**config.mk**
```make
export PLATFORM = sky130hd
export DESIGN_NAME = llcb_ctrl
export DESIGN_NICKNAME = d
export VERILOG_FILES = /design/src/sv/llcb_pkg.sv /design/src/sv/llcb_ctrl.sv
export SDC_FILE = /design/constraint.sdc
export NUM_CORES = 1
export LEC_CHECK = 0
export ABC_AREA = 1
export BUFFER_PORTS_ARGS = -buffer_cell sky130_fd_sc_hd__clkbuf_2
export CAP_MARGIN = 20
export CORE_AREA = 8 8 45 47
export DETAILED_ROUTE_END_ITERATION = 6
export DIE_AREA = 0 0 53 55
export GPL_ROUTABILITY_DRIVEN = 0
export PLACE_DENSITY_LB_ADDON = 0.2
export SYNTH_ARGS = -nofsm -noshare
export SYNTH_HDL_FRONTEND = slang
export SYNTH_SLANG_ARGS = --single-unit
```
**constraint.sdc**
```tcl
create_clock -name clk -period 1.7 [get_ports clk]
set_input_delay 0.17 -clock clk [delete_from_list [all_inputs] [get_ports clk]]
set_output_delay 0.17 -clock clk [all_outputs]
set_load 0.1 [all_outputs]
```
**src/sv/llcb_pkg.sv**
```systemverilog
// Shared types and constants for the last-lines capture buffer.
package llcb_pkg;

	localparam int CHAR_W = 8;
	localparam int LC_W   = 5;

	localparam logic [CHAR_W-1:0] NEWLINE        = 8'd10;
	localparam logic [LC_W-1:0]   LINE_COUNT_RST = 5'd10;

	typedef enum logic [1:0] {
		OP_APPEND = 2'd0,
		OP_FETCH  = 2'd1,
		OP_CLEAR  = 2'd2,
		OP_NOP    = 2'd3
	} op_t;

	typedef struct packed {
		logic [1:0]        operation;
		logic [CHAR_W-1:0] char_in;
	} item_t;

	typedef struct packed {
		logic [CHAR_W-1:0] char_out;
		logic              out_valid;
		logic              out_last;
		logic              overflow_seen;
	} result_t;

	typedef struct packed {
		logic append;
		logic clear;
		logic fetch_start;
		logic meta_read;
		logic store_read;
		logic emit;
	} dp_cmd_t;

endpackage

```
**src/sv/llcb_ctrl.sv**
```systemverilog
// Controller: decodes accepted items and sequences the fetch steps.
module llcb_ctrl (
	input  logic              clk,
	input  logic              arst_n,
	input  logic              start,
	input  logic [1:0]        operation,
	output logic              busy,
	output llcb_pkg::dp_cmd_t cmd
);
	import llcb_pkg::*;

	typedef enum logic [3:0] {
		ST_IDLE = 4'b0001,
		ST_META = 4'b0010,
		ST_ADDR = 4'b0100,
		ST_DATA = 4'b1000
	} state_t;

	state_t state_q, state_d;

	assign busy = (state_q != ST_IDLE);

	always_comb begin
		cmd     = '0;
		state_d = state_q;
		unique case (state_q)
			ST_IDLE: begin
				if (start) begin
					unique case (operation)
						OP_APPEND: cmd.append = 1'b1;
						OP_CLEAR:  cmd.clear  = 1'b1;
						OP_FETCH: begin
							cmd.fetch_start = 1'b1;
							state_d         = ST_META;
						end
						OP_NOP: begin
						end
					endcase
				end
			end
			ST_META: begin
				cmd.meta_read = 1'b1;
				state_d       = ST_ADDR;
			end
			ST_ADDR: begin
				cmd.store_read = 1'b1;
				state_d        = ST_DATA;
			end
			ST_DATA: begin
				cmd.emit = 1'b1;
				state_d  = ST_IDLE;
			end
			default: state_d = ST_IDLE;
		endcase
	end

	always_ff @(posedge clk or negedge arst_n) begin
		if (!arst_n) begin
			state_q <= ST_IDLE;
		end else begin
			state_q <= state_d;
		end
	end
endmodule

```
Word-level counts from Yosys, hierarchy flattened --
Cells that the tools add are included.
Cells by class: multiply operators 0, reductions and logical operators 2, shift-type cells 0, magnitude comparators 0, add/sub/neg operators 0, div/mod/pow operators 0, bitwise gates (word level) 0, multiplexer cells 11, equal/unequal tests 9
Operators with widths (number):
- $pmux 4 s3 | 1
- $mux 4 | 2
- $mux 1 | 6
- $mux 3 | 2
- $eq 4x1->1 const B | 1
- $eq 4x2->1 const B | 1
- $eq 4x3->1 const B | 1
- $eq 4x4->1 const B | 1
- $ne 4x1->1 const B | 1
- $eq 2x1->1 const B | 1
- $eq 2x2->1 const B | 1
- $logic_not 2->1 | 1
- $ne 2x1->1 const B | 1
- $ne 2x2->1 const B | 1
- $reduce_and 2->1 | 1
Storage, ports and cells: memories 0, output and inout bits 7, memory bits (writable) 0, bits in read-only memories 0, input bits 5, logic and storage cells 23, latch bits 0, bits in registers 4

Longest topological paths before layout --
depth in word-level cells 4, gate-level depth with buffers 5, mapped depth without buffers 5

Worst setup path after synthesis --
OpenSTA, ideal clock, no wires.
path kind register -> output, start register state_q[0], end output port cmd[4] in the netlist's numbering, buffers on the path 0, arrival 2.117 ns, stages on the path, launching flop included 5, data required time 1.530 ns, slack -0.587 ns, cell sequence dfstp_2 -> inv_1 -> nor2_4 -> nand2_4 -> nor3_2
RTL lines:
- start, declared | line llcb_ctrl.sv:19 | state_t state_q, state_d;
- start signal, assigned | line llcb_ctrl.sv:61 | state_q <= state_d;
- end, declared | line llcb_ctrl.sv:8 | output llcb_pkg::dp_cmd_t cmd

Final worst setup path --
start register state_q[0], end output port busy
Between the ends: cells in the longest elaborated chain, start to end 1
Ends and longest elaborated chain:
- $ne 4x1->1 | line llcb_ctrl.sv:21 | assign busy = (state_q != ST_IDLE);
- end, declared | line llcb_ctrl.sv:7 | output logic busy,
No other way between the ends.

==> impl_metrics.csv <==
group,metric,value,unit
sta,setup_viol,0,
synthesis,synth_mux_area_frac,0,
floorplanning,die_area,2920,µm²
power_and_ir_drop,p_leak,0.253,nW
critical_path,crit_fanout,5,
sta,slew_violations,0,
cts,cts_tree,"yes",
cts,clk_path_buf_depth,2,
critical_path,path_class,"reg2out",
cells_and_area,final_nets,53,
cells_and_area,top_register,"state_q",
critical_path,timing.rr.end,"state_q[0]$_DFFE_PN1P_",
synthesis,syn-num-nets,37,
sta,timing.fmax,643,MHz
synthesis,synth-adder-area-share,0,
cells_and_area,drive_gt1_frac,0.532,
sta,finalCriticalPeriod,1.56,ns
synthesis,syn_inst,32,
cts,cts.repair.resized,0,
min_path,hold_class,"in2async",
critical_path,regToRegStartpoint,"state_q[0]$_DFFE_PN1P_",
global_routing,grt_first_pass_wirelength,903,µm
synthesis,synth-simple-area-share,0.444,
critical_path,crit_arrival,1.39,ns
power_and_ir_drop,vdd_drop_max,0.220,mV
sta,hold_violations,0,
synthesis,yosys.area_share.xor_xnor,0,
cells_and_area,largest_reg_flops,4,
critical_path,cp-start-kind,"register",
sta,hold_slack,0.272,ns
critical_path,r2r_slack,0.68,ns
synthesis,yosys.area.top_type_share,0.293,
power_and_ir_drop,power.density,706,nW/µm²
routing,vias,223,
sta,finClkSkew,0.00396,ns
routing,first_pass_iters,1,
global_routing,grt_max_degree,6,
cts,cts.sinks,4,
global_routing,grt_overflow,0,
synthesis,synth_largest_area_cell,"dfrtp_1",
synthesis,synth_area,256,µm²
floorplanning,core_area,1380,µm²
critical_path,cp.required,1.53,ns
synthesis,ys_ff_latch,4,
synthesis,seq_area_frac_synth,0.395,
cells_and_area,regArea,101,µm²
synthesis,synth_top_family_by_area,"simple AND/OR/NAND/NOR gates",
placed_design,port_buffers,11,
cells_and_area,reg_top3,"state_q (4)",
cts,clock-root-buffer,"clkbuf_4",
placed_design,dpl.cell_count,58,
cts,post_cts.repair.setup_buffers,0,
cts,path_clk_slew,0.04,ns
global_routing,grt_pass1_vias,241,
run_status,status,"completed",
cts,htreeDepth,1,
sta,period_share,0.915,
floorplanning,die_h,55,µm
floorplanning,die_w,53,µm
routing,drt_wl_total,540,µm
routing,drc,0,
placed_design,place_hpwl,483,µm
floorplanning,initial_core_util,0.185,
floorplanning,io_pins,12,
cells_and_area,fill_cells,144,
sta,timing.slew.headroom,0.640,
critical_path,reg2reg_depth,5,
cells_and_area,multiInputGateArea,129,µm²
floorplanning,std_cell_rows,14,
cells_and_area,final_cells,63,
routing,wl_per_cell,8.57,µm
global_routing,antenna_found_initial,0,
synthesis,synth_compound_area_frac,0,
cells_and_area,layout_common_cells,"inv_1, clkbuf_2, buf_12, nor2_1",
flow_run,cap_violations,0,
cells_and_area,areaGrowthSynthToFinish,76.6,%
sta,rsz0062_at_grt,"false",
cells_and_area,layout.cells.most_common,"inv_1",
critical_path,critPathCaptureType,"output pin",
synthesis,synth.area.top_cells,"dfrtp_1, inv_1, dfstp_2",
cts,worst_skew_pair.late_latency,0.23,ns
synthesis,yosysUniqueCellTypes,12,
cts,cts_inserted_buffers,3,
global_routing,grt_usage,0.0467,
routing,dr.first_iter.drc_count,0,
sta,worst_slew_pin_slew,0.542,ns
cells_and_area,diodes,0,
synthesis,synth.avg_cell_area,8.02,µm²
routing,ant_nets,0,
power_and_ir_drop,p_total,320,µW
routing,viasPerCell,3.54,
synthesis,yosys_warnings,0,
==> power breakdown <==
part / internal, mW / switching, mW / leakage, nW / total (mW)
logic: 0.0268 / 0.0650 / 0.186 / 0.0918
clock network: 0.0880 / 0.0384 / 0.0150 / 0.126
registers: 0.0991 / 0.00239 / 0.0520 / 0.102
total: 0.214 / 0.106 / 0.253 / 0.320
==> stage by stage <==
step / worst slack [ns] / instance area, µm² / utilization / TNS [ns]
after detailed placement: 0.376 / 417 / 0.301 / 0
after global routing: 0.0814 / 453 / 0.327 / 0
after global placement: 0.383 / 417 / 0.301 / 0
after CTS: 0.120 / 453 / 0.327 / 0
after floorplan: -0.186 / 272 / - / -0.372
final: 0.144 / 453 / 0.327 / 0
==> critical path, stage by stage (launching register included) <==
cell and delay [ns]:
dfstp_2 0.53, inv_1 0.06, nor2_4 0.09, nand2_4 0.09, clkbuf_2 0.38
==> repair_timing <==
item | in CTS | in global routing
endpoints found under the hold margin | 4 | 0
hold buffers | 1 | 0
setup endpoints to repair | 0 | 0
==> worst max-delay path by stage <==
stage                  end              startpoint  slack [ns]  cells after the start
detailed placement    busy  state_q[0]$_DFFE_PN1P_        0.38                      4
CTS                   busy  state_q[0]$_DFFE_PN1P_        0.12                      4
global placement      busy  state_q[0]$_DFFE_PN1P_        0.38                      4
floorplan           cmd[4]  state_q[0]$_DFFE_PN1P_       -0.19                      4
global route          busy  state_q[0]$_DFFE_PN1P_        0.08                      4
finish                busy  state_q[0]$_DFFE_PN1P_        0.14                      4
==> kinds of logic (layout without fill, tap and decap cells) <==
group / after synthesis / after routing
buffers and inverters: 10 / 25
flip-flops: 4 / 4
AND/OR/NAND/NOR: 18 / 18
==> metal layers <==
metal,track usage,vias to the layer above,part of all wire
li1,-,120,-
met1,0.0385,93,0.36
met2,0.0605,8,0.50
met3,0.0214,2,0.10
met4,0.0905,0,0.037
met5,0,-,0
==> final cells by class <==
class | count | area share
inverter | 9 | 0.0746
timing repair buffer | 12 | 0.315
clock buffer | 4 | 0.0580
sequential | 4 | 0.224
tap | 16 | 0.0442
multi-input combinational | 18 | 0.285
==> Yosys cell counts (all sizes together) <==
| master | count |
|---|---|
| nand3 | 1 |
| nand2 | 6 |
| buf | 1 |
| nor3 | 2 |
| inv | 9 |
| dfrtp | 3 |
| nor2 | 9 |
| dfstp | 1 |
(Power assumes the default switching activity.)
